===== src/rtl/smcd_pkg.sv =====
package smcd_pkg;

   // Result operation codes
   localparam logic [2:0] OP_NONE       = 3'd0;
   localparam logic [2:0] OP_READ       = 3'd1;
   localparam logic [2:0] OP_WRITE      = 3'd2;
   localparam logic [2:0] OP_PAGE_WRITE = 3'd3;
   localparam logic [2:0] OP_ERASE      = 3'd4;
   localparam logic [2:0] OP_DUMP       = 3'd5;
   localparam logic [2:0] OP_INVALID    = 3'd6;

   // Job kinds passed from the parser to the result sequencer
   localparam logic [1:0] JOB_SINGLE = 2'd0;
   localparam logic [1:0] JOB_PAIR   = 2'd1;
   localparam logic [1:0] JOB_FLUSH  = 2'd2;

   localparam int QUEUE_DEPTH = 4;

   // For a flush job: address is the first page address, count the number of
   // gathered bytes, data the page offset of the first byte, reply the ack.
   typedef struct packed {
      logic [1:0]  job;
      logic [2:0]  op;
      logic [15:0] address;
      logic [7:0]  data;
      logic [15:0] count;
      logic [7:0]  reply;
   } job_type;

endpackage


===== src/rtl/serial_memory_command_decoder_core.sv =====
// Serial memory command decoder.
// Input queue side: one host byte per item (req_rx_byte) with the host
// backlog count (req_rx_backlog); an item enters when push is high and full
// is low. Result queue side: memory operations and reply bytes; the oldest
// result is on the rsp_ ports while empty is low and leaves when pop is high.
// rsp_last marks the final result caused by one input byte.
// The parser takes a byte in one cycle while full is low and hands at most
// one job to a four-entry job queue; the result sequencer drains it. A result
// passes the job queue, then the result register. Single and paired results
// leave one a cycle while pop is high; a page flush hands out each result
// by a page store read, then the result register, before its next read, and
// input is held off until the flush has been handed out. The page offset
// of the load address comes from a reciprocal multiply, registered as a
// quotient, then as the offset, before the count bytes are in, so load data
// never waits on it. A stalled result holds its register; the job queue keeps
// the parser taking bytes until it fills. Reset returns the parser to idle,
// empties both queues and sets erase_key to 0xBEEF. The page store needs no
// clearing. erase_key lies at byte address 0 of the register port.
module serial_memory_command_decoder_core #(
   parameter int PAGE_BYTES = 64
) (
   input  logic        clock,
   input  logic        reset,
   input  logic        push,
   output logic        full,
   input  logic [7:0]  req_rx_byte,
   input  logic [7:0]  req_rx_backlog,
   output logic        empty,
   input  logic        pop,
   output logic [2:0]  rsp_op,
   output logic [15:0] rsp_mem_address,
   output logic [7:0]  rsp_mem_data,
   output logic [15:0] rsp_dump_count,
   output logic        rsp_reply_valid,
   output logic [7:0]  rsp_reply_byte,
   output logic        rsp_last,
   input  logic        psel,
   input  logic        penable,
   input  logic        pwrite,
   input  logic [2:0]  paddr,
   input  logic [31:0] pwdata,
   output logic [31:0] prdata,
   output logic        pready
);

   import smcd_pkg::*;

   localparam int IW = (PAGE_BYTES > 1) ? $clog2(PAGE_BYTES) : 1;

   localparam logic        REG_ERASE_KEY   = 1'b0;
   localparam logic [15:0] ERASE_KEY_RESET = 16'hBEEF;

   logic [15:0]   erase_key_ff;
   logic          csr_write;

   logic          q_push, q_pop, q_full, q_empty;
   job_type       q_wdata, q_rdata;
   logic          ram_we, ram_re;
   logic [IW-1:0] ram_waddr, ram_raddr;
   logic [7:0]    ram_wdata, ram_rdata;
   logic          flush_done, flush_pend;

   assign pready    = 1'b1;
   assign csr_write = psel && penable && pwrite && pready && (paddr[2] == REG_ERASE_KEY);
   assign prdata    = (paddr[2] == REG_ERASE_KEY) ? {16'd0, erase_key_ff} : 32'd0;

   always_ff @(posedge clock) begin
      if (reset) begin
         erase_key_ff <= ERASE_KEY_RESET;
      end else if (csr_write) begin
         erase_key_ff <= pwdata[15:0];
      end
   end

   smcd_front #(.PAGE_BYTES(PAGE_BYTES)) u_front (
      .clock      (clock),
      .reset      (reset),
      .push       (push),
      .full       (full),
      .rx_byte    (req_rx_byte),
      .rx_backlog (req_rx_backlog),
      .erase_key  (erase_key_ff),
      .q_full     (q_full),
      .q_push     (q_push),
      .q_data     (q_wdata),
      .ram_we     (ram_we),
      .ram_waddr  (ram_waddr),
      .ram_wdata  (ram_wdata),
      .flush_done (flush_done),
      .flush_pend (flush_pend)
   );

   smcd_fifo u_queue (
      .clock   (clock),
      .reset   (reset),
      .push    (q_push),
      .wr_data (q_wdata),
      .full    (q_full),
      .pop     (q_pop),
      .rd_data (q_rdata),
      .empty   (q_empty)
   );

   smcd_ram #(.WIDTH(8), .DEPTH(PAGE_BYTES)) u_page_store (
      .clock   (clock),
      .wr_en   (ram_we),
      .wr_addr (ram_waddr),
      .wr_data (ram_wdata),
      .rd_en   (ram_re),
      .rd_addr (ram_raddr),
      .rd_data (ram_rdata)
   );

   smcd_back #(.PAGE_BYTES(PAGE_BYTES)) u_back (
      .clock       (clock),
      .reset       (reset),
      .q_empty     (q_empty),
      .q_data      (q_rdata),
      .q_pop       (q_pop),
      .ram_re      (ram_re),
      .ram_raddr   (ram_raddr),
      .ram_rdata   (ram_rdata),
      .flush_done  (flush_done),
      .empty       (empty),
      .pop         (pop),
      .op          (rsp_op),
      .mem_address (rsp_mem_address),
      .mem_data    (rsp_mem_data),
      .dump_count  (rsp_dump_count),
      .reply_valid (rsp_reply_valid),
      .reply_byte  (rsp_reply_byte),
      .last        (rsp_last)
   );

   a_no_push_when_full : assert property (@(posedge clock) disable iff (reset)
      q_push |-> !q_full)
      else $error("job pushed into a full queue");

   a_flush_done_pending : assert property (@(posedge clock) disable iff (reset)
      flush_done |-> flush_pend)
      else $error("flush finished with none pending");

   a_reply_ops : assert property (@(posedge clock) disable iff (reset)
      (!empty && rsp_reply_valid) |-> (rsp_op == OP_NONE || rsp_op == OP_PAGE_WRITE))
      else $error("reply attached to an unexpected operation");

   a_invalid_last : assert property (@(posedge clock) disable iff (reset)
      (!empty && rsp_op == OP_INVALID) |-> rsp_last)
      else $error("invalid command result not marked last");

endmodule


===== src/rtl/smcd_ram.sv =====
module smcd_ram #(
   parameter int WIDTH = 8,
   parameter int DEPTH = 64,
   localparam int AW = (DEPTH > 1) ? $clog2(DEPTH) : 1
) (
   input  logic             clock,
   input  logic             wr_en,
   input  logic [AW-1:0]    wr_addr,
   input  logic [WIDTH-1:0] wr_data,
   input  logic             rd_en,
   input  logic [AW-1:0]    rd_addr,
   output logic [WIDTH-1:0] rd_data
);

   logic [WIDTH-1:0] mem_ff [DEPTH];
   logic [WIDTH-1:0] rd_data_ff;

   always_ff @(posedge clock) begin
      if (wr_en) begin
         mem_ff[wr_addr] <= wr_data;
      end
      if (rd_en) begin
         rd_data_ff <= mem_ff[rd_addr];
      end
   end

   assign rd_data = rd_data_ff;

endmodule


===== src/rtl/smcd_fifo.sv =====
module smcd_fifo (
   input  logic              clock,
   input  logic              reset,
   input  logic              push,
   input  smcd_pkg::job_type wr_data,
   output logic              full,
   input  logic              pop,
   output smcd_pkg::job_type rd_data,
   output logic              empty
);

   import smcd_pkg::*;

   localparam int QW = $clog2(QUEUE_DEPTH);

   job_type       entries_ff [QUEUE_DEPTH];
   logic [QW-1:0] wr_ptr_ff, wr_ptr_in;
   logic [QW-1:0] rd_ptr_ff, rd_ptr_in;
   logic [QW:0]   count_ff, count_in;
   logic          do_push, do_pop;

   assign full    = (count_ff == (QW+1)'(QUEUE_DEPTH));
   assign empty   = (count_ff == '0);
   assign do_push = push && !full;
   assign do_pop  = pop && !empty;
   assign rd_data = entries_ff[rd_ptr_ff];

   always_comb begin
      wr_ptr_in = wr_ptr_ff;
      rd_ptr_in = rd_ptr_ff;
      count_in  = count_ff;
      if (do_push) begin
         wr_ptr_in = (wr_ptr_ff == QW'(QUEUE_DEPTH-1)) ? '0 : wr_ptr_ff + 1'b1;
      end
      if (do_pop) begin
         rd_ptr_in = (rd_ptr_ff == QW'(QUEUE_DEPTH-1)) ? '0 : rd_ptr_ff + 1'b1;
      end
      if (do_push && !do_pop) begin
         count_in = count_ff + 1'b1;
      end else if (do_pop && !do_push) begin
         count_in = count_ff - 1'b1;
      end
   end

   always_ff @(posedge clock) begin
      if (reset) begin
         wr_ptr_ff <= '0;
         rd_ptr_ff <= '0;
         count_ff  <= '0;
      end else begin
         wr_ptr_ff <= wr_ptr_in;
         rd_ptr_ff <= rd_ptr_in;
         count_ff  <= count_in;
      end
   end

   always_ff @(posedge clock) begin
      if (do_push) begin
         entries_ff[wr_ptr_ff] <= wr_data;
      end
   end

endmodule


===== src/rtl/smcd_front.sv =====
module smcd_front #(
   parameter int PAGE_BYTES = 64,
   localparam int IW = (PAGE_BYTES > 1) ? $clog2(PAGE_BYTES) : 1
) (
   input  logic              clock,
   input  logic              reset,
   input  logic              push,
   output logic              full,
   input  logic [7:0]        rx_byte,
   input  logic [7:0]        rx_backlog,
   input  logic [15:0]       erase_key,
   input  logic              q_full,
   output logic              q_push,
   output smcd_pkg::job_type q_data,
   output logic              ram_we,
   output logic [IW-1:0]     ram_waddr,
   output logic [7:0]        ram_wdata,
   input  logic              flush_done,
   output logic              flush_pend
);

   import smcd_pkg::*;

   localparam int FW = $clog2(PAGE_BYTES + 1);
   localparam logic [IW-1:0] PAGE_LAST = IW'(PAGE_BYTES - 1);

   // floor(a / PAGE_BYTES) == (a * RECIP) >> RECIP_SHIFT for every 16-bit a
   localparam int          RECIP_SHIFT = 16 + IW;
   localparam logic [16:0] RECIP       =
      17'(((64'd1 << RECIP_SHIFT) + 64'(PAGE_BYTES) - 64'd1) / 64'(PAGE_BYTES));

   localparam logic [2:0] F_IDLE    = 3'd0;
   localparam logic [2:0] F_ADDR_HI = 3'd1;
   localparam logic [2:0] F_ADDR_LO = 3'd2;
   localparam logic [2:0] F_CNT_HI  = 3'd3;
   localparam logic [2:0] F_CNT_LO  = 3'd4;
   localparam logic [2:0] F_LOAD    = 3'd5;

   localparam logic [2:0] CMD_NONE  = 3'd0;
   localparam logic [2:0] CMD_READ  = 3'd1;
   localparam logic [2:0] CMD_WRITE = 3'd2;
   localparam logic [2:0] CMD_LOAD  = 3'd3;
   localparam logic [2:0] CMD_DUMP  = 3'd4;
   localparam logic [2:0] CMD_ERASE = 3'd5;

   localparam logic [7:0] CHAR_READ  = 8'h72;
   localparam logic [7:0] CHAR_WRITE = 8'h77;
   localparam logic [7:0] CHAR_LOAD  = 8'h6C;
   localparam logic [7:0] CHAR_DUMP  = 8'h64;
   localparam logic [7:0] CHAR_ERASE = 8'h65;

   logic [2:0]    state_ff, state_in;
   logic [2:0]    cmd_ff, cmd_in;
   logic [15:0]   addr_ff, addr_in;
   logic [7:0]    cnt_hi_ff, cnt_hi_in;
   logic [15:0]   rem_ff, rem_in;
   logic [FW-1:0] fill_ff, fill_in;
   logic [IW-1:0] off_ff, off_in;
   logic          flush_pend_ff, flush_pend_in;
   logic [15:0]   quot_ff, quot_in;
   logic          mod_pend_ff, mod_pend_in;

   logic          accept;
   logic          flush_set;
   logic          done;
   logic          flush;
   logic [32:0]   recip_prod;
   logic [FW-1:0] fill_new;
   logic [15:0]   full_addr;
   logic [15:0]   count_word;

   assign full       = q_full || flush_pend_ff;
   assign accept     = push && !full;
   assign full_addr  = {addr_ff[15:8], rx_byte};
   assign count_word = {cnt_hi_ff, rx_byte};
   assign recip_prod = 33'(full_addr) * 33'(RECIP);
   assign done       = (rem_ff == 16'd1);
   assign fill_new   = (fill_ff < FW'(PAGE_BYTES)) ? fill_ff + 1'b1 : fill_ff;
   assign flush      = (off_ff == PAGE_LAST) || (addr_ff == 16'hFFFF) || done;
   assign flush_pend = flush_pend_ff;

   always_comb begin
      state_in    = state_ff;
      cmd_in      = cmd_ff;
      addr_in     = addr_ff;
      cnt_hi_in   = cnt_hi_ff;
      rem_in      = rem_ff;
      fill_in     = fill_ff;
      off_in      = off_ff;
      quot_in     = quot_ff;
      mod_pend_in = 1'b0;
      flush_set   = 1'b0;
      q_push      = 1'b0;
      q_data      = '0;
      ram_we      = 1'b0;
      ram_waddr   = off_ff;
      ram_wdata   = rx_byte;

      // Page offset of the load start address: address less quotient times page
      if (mod_pend_ff) begin
         off_in = IW'(addr_ff - quot_ff * 16'(PAGE_BYTES));
      end

      if (accept) begin
         unique case (state_ff)
            F_IDLE: begin
               state_in = F_ADDR_HI;
               unique case (rx_byte)
                  CHAR_READ:  cmd_in = CMD_READ;
                  CHAR_WRITE: cmd_in = CMD_WRITE;
                  CHAR_LOAD:  cmd_in = CMD_LOAD;
                  CHAR_DUMP:  cmd_in = CMD_DUMP;
                  CHAR_ERASE: cmd_in = CMD_ERASE;
                  default: begin
                     state_in    = F_IDLE;
                     cmd_in      = CMD_NONE;
                     q_push      = 1'b1;
                     q_data.job  = JOB_SINGLE;
                     q_data.op   = OP_INVALID;
                     q_data.data = rx_byte;
                  end
               endcase
            end
            F_ADDR_HI: begin
               addr_in  = {rx_byte, 8'h00};
               state_in = F_ADDR_LO;
            end
            F_ADDR_LO: begin
               addr_in = full_addr;
               unique case (cmd_ff)
                  CMD_READ: begin
                     q_push         = 1'b1;
                     q_data.job     = JOB_SINGLE;
                     q_data.op      = OP_READ;
                     q_data.address = full_addr;
                     state_in       = F_IDLE;
                     cmd_in         = CMD_NONE;
                  end
                  CMD_ERASE: begin
                     q_push = 1'b1;
                     if (full_addr != erase_key) begin
                        q_data.job   = JOB_SINGLE;
                        q_data.op    = OP_NONE;
                        q_data.reply = 8'd0;
                     end else begin
                        q_data.job   = JOB_PAIR;
                        q_data.op    = OP_ERASE;
                        q_data.reply = 8'd1;
                     end
                     state_in = F_IDLE;
                     cmd_in   = CMD_NONE;
                  end
                  default: begin
                     state_in = F_CNT_HI;
                     if (cmd_ff == CMD_LOAD) begin
                        quot_in     = 16'(recip_prod >> RECIP_SHIFT);
                        mod_pend_in = 1'b1;
                     end
                  end
               endcase
            end
            F_CNT_HI: begin
               cnt_hi_in = rx_byte;
               if (cmd_ff == CMD_WRITE) begin
                  q_push         = 1'b1;
                  q_data.job     = JOB_PAIR;
                  q_data.op      = OP_WRITE;
                  q_data.address = addr_ff;
                  q_data.data    = rx_byte;
                  q_data.reply   = rx_backlog;
                  state_in       = F_IDLE;
                  cmd_in         = CMD_NONE;
               end else begin
                  state_in = F_CNT_LO;
               end
            end
            F_CNT_LO: begin
               if (cmd_ff == CMD_DUMP) begin
                  q_push         = 1'b1;
                  q_data.job     = JOB_SINGLE;
                  q_data.op      = OP_DUMP;
                  q_data.address = addr_ff;
                  q_data.count   = count_word;
                  state_in       = F_IDLE;
                  cmd_in         = CMD_NONE;
               end else if (cmd_ff == CMD_LOAD) begin
                  // a zero count still takes one byte
                  rem_in   = (count_word == '0) ? 16'd1 : count_word;
                  fill_in  = '0;
                  state_in = F_LOAD;
               end else begin
                  state_in = F_IDLE;
                  cmd_in   = CMD_NONE;
               end
            end
            F_LOAD: begin
               ram_we  = 1'b1;
               q_push  = 1'b1;
               rem_in  = rem_ff - 1'b1;
               if (flush) begin
                  flush_set      = 1'b1;
                  q_data.job     = JOB_FLUSH;
                  q_data.op      = OP_PAGE_WRITE;
                  q_data.address = addr_ff + 16'd1 - 16'(fill_new);
                  q_data.data    = 8'(IW'(off_ff + 1'b1 - IW'(fill_new)));
                  q_data.count   = 16'(fill_new);
                  q_data.reply   = rx_backlog;
                  fill_in        = '0;
               end else begin
                  q_data.job   = JOB_SINGLE;
                  q_data.op    = OP_NONE;
                  q_data.reply = rx_backlog;
                  fill_in      = fill_new;
               end
               if (done) begin
                  state_in = F_IDLE;
                  cmd_in   = CMD_NONE;
                  fill_in  = '0;
               end else begin
                  addr_in = addr_ff + 16'd1;
                  off_in  = ((off_ff == PAGE_LAST) || (addr_ff == 16'hFFFF)) ?
                            '0 : off_ff + 1'b1;
               end
            end
            default: begin
               state_in = F_IDLE;
               cmd_in   = CMD_NONE;
            end
         endcase
      end

      flush_pend_in = (flush_pend_ff && !flush_done) || flush_set;
   end

   always_ff @(posedge clock) begin
      if (reset) begin
         state_ff      <= F_IDLE;
         cmd_ff        <= CMD_NONE;
         fill_ff       <= '0;
         flush_pend_ff <= 1'b0;
         mod_pend_ff   <= 1'b0;
      end else begin
         state_ff      <= state_in;
         cmd_ff        <= cmd_in;
         fill_ff       <= fill_in;
         flush_pend_ff <= flush_pend_in;
         mod_pend_ff   <= mod_pend_in;
      end
   end

   always_ff @(posedge clock) begin
      addr_ff   <= addr_in;
      cnt_hi_ff <= cnt_hi_in;
      rem_ff    <= rem_in;
      off_ff    <= off_in;
      quot_ff   <= quot_in;
   end

endmodule


===== src/rtl/smcd_back.sv =====
module smcd_back #(
   parameter int PAGE_BYTES = 64,
   localparam int IW = (PAGE_BYTES > 1) ? $clog2(PAGE_BYTES) : 1
) (
   input  logic              clock,
   input  logic              reset,
   input  logic              q_empty,
   input  smcd_pkg::job_type q_data,
   output logic              q_pop,
   output logic              ram_re,
   output logic [IW-1:0]     ram_raddr,
   input  logic [7:0]        ram_rdata,
   output logic              flush_done,
   output logic              empty,
   input  logic              pop,
   output logic [2:0]        op,
   output logic [15:0]       mem_address,
   output logic [7:0]        mem_data,
   output logic [15:0]       dump_count,
   output logic              reply_valid,
   output logic [7:0]        reply_byte,
   output logic              last
);

   import smcd_pkg::*;

   localparam int FW = $clog2(PAGE_BYTES + 1);

   localparam logic [1:0] B_IDLE    = 2'd0;
   localparam logic [1:0] B_SECOND  = 2'd1;
   localparam logic [1:0] B_FL_READ = 2'd2;
   localparam logic [1:0] B_FL_LOAD = 2'd3;

   typedef struct packed {
      logic [2:0]  op;
      logic [15:0] address;
      logic [7:0]  data;
      logic [15:0] count;
      logic        reply_valid;
      logic [7:0]  reply_byte;
      logic        last;
   } rsp_type;

   logic [1:0]    state_ff, state_in;
   job_type       job_ff, job_in;
   logic [FW-1:0] idx_ff, idx_in;
   logic          out_valid_ff, out_valid_in;
   rsp_type       out_ff, out_in;

   logic          out_free;
   logic          out_load;
   logic          first_byte;
   logic          last_byte;

   assign out_free   = !out_valid_ff || pop;
   assign first_byte = (idx_ff == '0);
   assign last_byte  = (FW'(idx_ff + 1'b1) == job_ff.count[FW-1:0]);

   always_comb begin
      state_in   = state_ff;
      job_in     = job_ff;
      idx_in     = idx_ff;
      out_in     = out_ff;
      out_load   = 1'b0;
      q_pop      = 1'b0;
      ram_re     = 1'b0;
      ram_raddr  = IW'(job_ff.data[IW-1:0] + IW'(idx_ff));
      flush_done = 1'b0;

      unique case (state_ff)
         B_IDLE: begin
            if (!q_empty && out_free) begin
               q_pop  = 1'b1;
               job_in = q_data;
               idx_in = '0;
               unique case (q_data.job)
                  JOB_SINGLE: begin
                     out_load           = 1'b1;
                     out_in.op          = q_data.op;
                     out_in.address     = q_data.address;
                     out_in.data        = q_data.data;
                     out_in.count       = q_data.count;
                     out_in.reply_valid = (q_data.op == OP_NONE);
                     out_in.reply_byte  = q_data.reply;
                     out_in.last        = 1'b1;
                  end
                  JOB_PAIR: begin
                     out_load           = 1'b1;
                     out_in.op          = q_data.op;
                     out_in.address     = q_data.address;
                     out_in.data        = q_data.data;
                     out_in.count       = q_data.count;
                     out_in.reply_valid = 1'b0;
                     out_in.reply_byte  = 8'd0;
                     out_in.last        = 1'b0;
                     state_in           = B_SECOND;
                  end
                  JOB_FLUSH: begin
                     state_in = B_FL_READ;
                  end
                  default: begin
                     state_in = B_IDLE;
                  end
               endcase
            end
         end
         B_SECOND: begin
            // trailing reply after the write or erase
            if (out_free) begin
               out_load           = 1'b1;
               out_in.op          = OP_NONE;
               out_in.address     = 16'd0;
               out_in.data        = 8'd0;
               out_in.count       = 16'd0;
               out_in.reply_valid = 1'b1;
               out_in.reply_byte  = job_ff.reply;
               out_in.last        = 1'b1;
               state_in           = B_IDLE;
            end
         end
         B_FL_READ: begin
            ram_re   = 1'b1;
            state_in = B_FL_LOAD;
         end
         B_FL_LOAD: begin
            // read data holds until the next read, so wait here on a stall
            if (out_free) begin
               out_load           = 1'b1;
               out_in.op          = OP_PAGE_WRITE;
               out_in.address     = job_ff.address + 16'(idx_ff);
               out_in.data        = ram_rdata;
               out_in.count       = 16'd0;
               out_in.reply_valid = first_byte;
               out_in.reply_byte  = first_byte ? job_ff.reply : 8'd0;
               out_in.last        = last_byte;
               idx_in             = FW'(idx_ff + 1'b1);
               if (last_byte) begin
                  flush_done = 1'b1;
                  state_in   = B_IDLE;
               end else begin
                  state_in = B_FL_READ;
               end
            end
         end
         default: begin
            state_in = B_IDLE;
         end
      endcase

      out_valid_in = out_load || (out_valid_ff && !pop);
   end

   always_ff @(posedge clock) begin
      if (reset) begin
         state_ff     <= B_IDLE;
         out_valid_ff <= 1'b0;
         idx_ff       <= '0;
      end else begin
         state_ff     <= state_in;
         out_valid_ff <= out_valid_in;
         idx_ff       <= idx_in;
      end
   end

   always_ff @(posedge clock) begin
      job_ff <= job_in;
      out_ff <= out_in;
   end

   assign empty       = !out_valid_ff;
   assign op          = out_ff.op;
   assign mem_address = out_ff.address;
   assign mem_data    = out_ff.data;
   assign dump_count  = out_ff.count;
   assign reply_valid = out_ff.reply_valid;
   assign reply_byte  = out_ff.reply_byte;
   assign last        = out_ff.last;

endmodule


===== config.mk =====
export PLATFORM = sky130hd
export DESIGN_NAME = serial_memory_command_decoder_core
export DESIGN_NICKNAME = d
export VERILOG_FILES = /design/src/rtl/smcd_pkg.sv /design/src/rtl/serial_memory_command_decoder_core.sv /design/src/rtl/smcd_ram.sv /design/src/rtl/smcd_fifo.sv /design/src/rtl/smcd_front.sv /design/src/rtl/smcd_back.sv
export SDC_FILE = /design/constraint.sdc
export NUM_CORES = 1
export LEC_CHECK = 0
export CAP_MARGIN = 40
export CELL_PAD_IN_SITES_DETAIL_PLACEMENT = 1
export CELL_PAD_IN_SITES_GLOBAL_PLACEMENT = 2
export CORE_MARGIN = 4
export CORE_UTILIZATION = 40
export DETAILED_ROUTE_END_ITERATION = 6
export DONT_BUFFER_PORTS = 1
export MAX_ROUTING_LAYER = met4
export PLACE_DENSITY = 0.68
export SLEW_MARGIN = 15
export SYNTH_ARGS = -nofsm -noshare
export SYNTH_HDL_FRONTEND = slang
export SYNTH_SLANG_ARGS = --single-unit

===== constraint.sdc =====
create_clock -name clock -period 7.2 [get_ports clock]
set_clock_uncertainty 0.1 [all_clocks]
set_input_delay 1.08 -clock clock [delete_from_list [all_inputs] [get_ports clock]]
set_output_delay 1.08 -clock clock [all_outputs]
set_load 0.01 [all_outputs]

==> metrics.yaml <==
floorplanning:
  io_pins: 146
  initial_utilization: 0.405
  floorplan.die.width_um: 319
  die_h_um: 319
  rows: 113
  core_um2: 95400
  dieArea_um2: 102000
yosys:
  syn_inst: 2265
  netlist_area_um2: 38700
  async_reset_ff_frac: 0
  synth-xor-area-share: 0.0204
  synth_edf_count: 862
  synth_top_family_by_area: "multiplexers"
  avgSynthCellArea_um2: 17.1
  synth_ff_type: "edfxtp_1"
  ys_seq_elements: 918
  yosysWarnings: 0
  synth_compound_area_frac: 0.0457
  yosysSeqAreaShare: 0.699
  synth_mux_area_frac: 0.128
  synth.distinct_cells: 80
  synthSimpleGateAreaFrac: 0.0729
  yosys.area_share.adder: 0.0146
worst_setup_path:
  reg2regPathDepth: 8
  reg2reg_setup_slack_ps: 2780
  critical_path_peak_fanout: 33
  r2r_end: "u_page_store.rd_data[3]$_DFFE_PP_"
  crit_top_cell: "mux4_2"
  worstSetupPathType: "register to register"
  critical_path.startpoint: "u_back.idx_ff[0]$_SDFFE_PP0P_"
  crit_required_ps: 7490
  max_stage_delay_ps: 980
  crit_path_end_kind: "register"
  crit_arrival_ps: 4710
  critical_path.startpoint_type: "register"
  cp_cell_sequence: "ha_4 > fa_4 > buf_16 > buf_4 > mux4_2 > mux4_2 > a211oi_1 > a21oi_1"
  critPathSlowestCell: "fa_4"
  r2r_start: "u_back.idx_ff[0]$_SDFFE_PP0P_"
  crit_family: "adder cells"
  crit_buf_inv: 2
min_path:
  hp-class: "register to register"
  holdPathStages: 2
  hp-start: "u_queue.rd_ptr_ff[1]$_SDFFE_PP0P_"
timing:
  holdWs_ps: 375
  slew_headroom: 0.360
  rsz0062_at_grt: "false"
  fin_crit_ps: 4420
  finalSetupTns_ps: 0
  hold_viol_final: 0
  worstMarginPinSlew_ps: 960
  finalCritPeriodShare: 0.614
  fin_ws_ps: 2780
  finalSetupViolCount: 0
  fmax_mhz: 226
  maxSlewViolCount: 0
power_and_ir_drop:
  ir_drop_v: 0.000204
  p_leak_nw: 13.9
  powerDensity_nw_per_um2: 358
layout:
  final_nets: 2411
  multi_input_area_um2: 11000
  ff_latch_area_um2: 27000
  layout.cells.non_filler: 3655
  synthToLayoutAreaGrowth_pct: 12.3
  drive_above_1_share: 0.186
  diodes: 0
  fillers: 9091
  final_cell_area_um2: 43400
flow_run:
  maxCapViolations: 0
clock_network:
  postCtsSetupRepairBufs: 0
  clk_pin_slew_ps: 60
  cts.sinks: 918
  clock_path_buffers: 3
  cts_resized: 0
  cts_made_buffers: 98
  worstSkewPairLatency_ps: 670
  cts_root_buffer: "clkbuf_16"
  cts_tree: "yes"
  htreeDepth: 3
  cts_hold_buf: 0
placement:
  routabilityCongestion: 0.809
  place_ws_ps: 2680
  placed_cells: 3461
  dp_hpwl_um: 62600
  placed_cell_area_um2: 40200
  port_buffers: 0
routing:
  post_drt_wl_per_cell_um: 26.4
  dr.pass1.iters: 5
  ant_nets: 0
  drc: 0
  drt-vias-per-instance: 5.64
  drtIter0Drc: 1868
  wl_um: 96500
  vias: 20600
grt:
  grt_pass1_wl_um: 145000
  first_global_vias: 21600
  grt_use_total: 0.195
  grt_max_degree: 80
  antenna_found_initial: 2
  overflow: 0
run_status:
  run_status: "complete, no violations"
## per-layer routing
| layer | part of all wire | up-vias | wire length [um] | GRT usage |
|---|---|---|---|---|
| li1 | - | 9051 | - | - |
| met1 | 0.45 | 10900 | 43300 | 0.272 |
| met2 | 0.47 | 576 | 45600 | 0.299 |
| met3 | 0.059 | 120 | 5700 | 0.0365 |
| met4 | 0.020 | 0 | 1940 | 0.0459 |
| met5 | 0 | - | 0 | - |
## power by group
part	internal [mW]	leakage [nW]	switching, mW
clock network	2.76	1.49	2.07
logic	1.78	4.17	2.10
registers	6.53	8.25	0.302
## through the flow
step | power (mW) | utilization
2_1_floorplan | 9.64 | -
3_3_place_gp | 10.8 | 0.419
3_5_place_dp | 10.9 | 0.422
4_1_cts | 15.7 | 0.454
5_1_grt | 16.3 | 0.455
6_report | 15.5 | 0.455
## area by class of cell
cell class / count / share of cell area
Clock buffer: 123 / 0.0586
Clock inverter: 56 / 0.0116
Inverter: 38 / 0.00328
Multi-Input combinational cell: 1189 / 0.254
Sequential cell: 918 / 0.622
Tap cell: 1265 / 0.0364
Timing Repair Buffer: 66 / 0.0143
## kinds of logic after synthesis
family	Yosys count
buffers and inverters	173
and+or+nand+nor	553
AOI/OAI and AO/OA	258
other	2
muxes	229
adders and majority gates	42
xor gates and xnor gates	90
DFF	918
## registers in the layout (all words and copies together) (netlist names), 16 cells and up, named ones only
name / count
u_back.dump_count: 16
u_front.rem_ff: 16
erase_key_ff: 16
u_queue.entries_ff: 212
u_back.mem_address: 16
u_page_store.mem_ff: 512
u_back.job_ff: 37
u_front.addr_ff: 16
## worst max-delay path by stage
| stage | to | depth (start not counted) | slack, ps |
|---|---|---|---|
| floorplan | u_back.dump_count[0]$_DFFE_PP_ | 4 | 1350 |
| global placement | u_page_store.rd_data[4]$_DFFE_PP_ | 7 | 2460 |
| detailed placement | u_page_store.rd_data[1]$_DFFE_PP_ | 6 | 2680 |
| CTS | u_page_store.rd_data[1]$_DFFE_PP_ | 6 | 2680 |
| global route | u_page_store.rd_data[6]$_DFFE_PP_ | 8 | 2630 |
| finish | u_page_store.rd_data[3]$_DFFE_PP_ | 8 | 2780 |
## Yosys cell counts (31+ instances only)
cell,number,area share
nor2_1,159,0.015
and3_1,32,0.0052
nand2_1,119,0.012
nand3_1,34,0.0044
dfxtp_1,56,0.029
o21ai_0,56,0.0072
ha_1,37,0.012
a22o_1,32,0.0072
inv_1,37,0.0036
clkbuf_1,83,0.0081
a21oi_1,54,0.0070
nor2b_1,38,0.0061
mux4_2,213,0.12
nor3_1,31,0.0040
xor2_1,44,0.010
edfxtp_1,862,0.67
xnor2_1,46,0.010
## cell usage in the layout (no fill, tap or decap), drive strengths merged, types with 9 or more instances in the layout
cell,n
ha,37
clkinv,42
mux2i,14
mux4,213
xor2,44
inv,43
nand3,35
clkbuf,123
dfxtp,56
and2,28
conb,17
nor4,19
and3,32
nand3b,23
a211oi,12
a22oi,19
nor2b,38
nand4,13
or3,13
xnor2,46
buf,66
a21oi,56
o21ai,57
nor3,32
nor2,159
nand2,119
a21o,9
nor3b,9
edfxtp,862
a22o,32
## worst min-delay path, cell delays in order, from the launching register on
cell     delay (ps)
dfxtp_1         320
nand2_1          60
a21oi_1          70
Note: power is estimated with default switching activity, not from simulation.
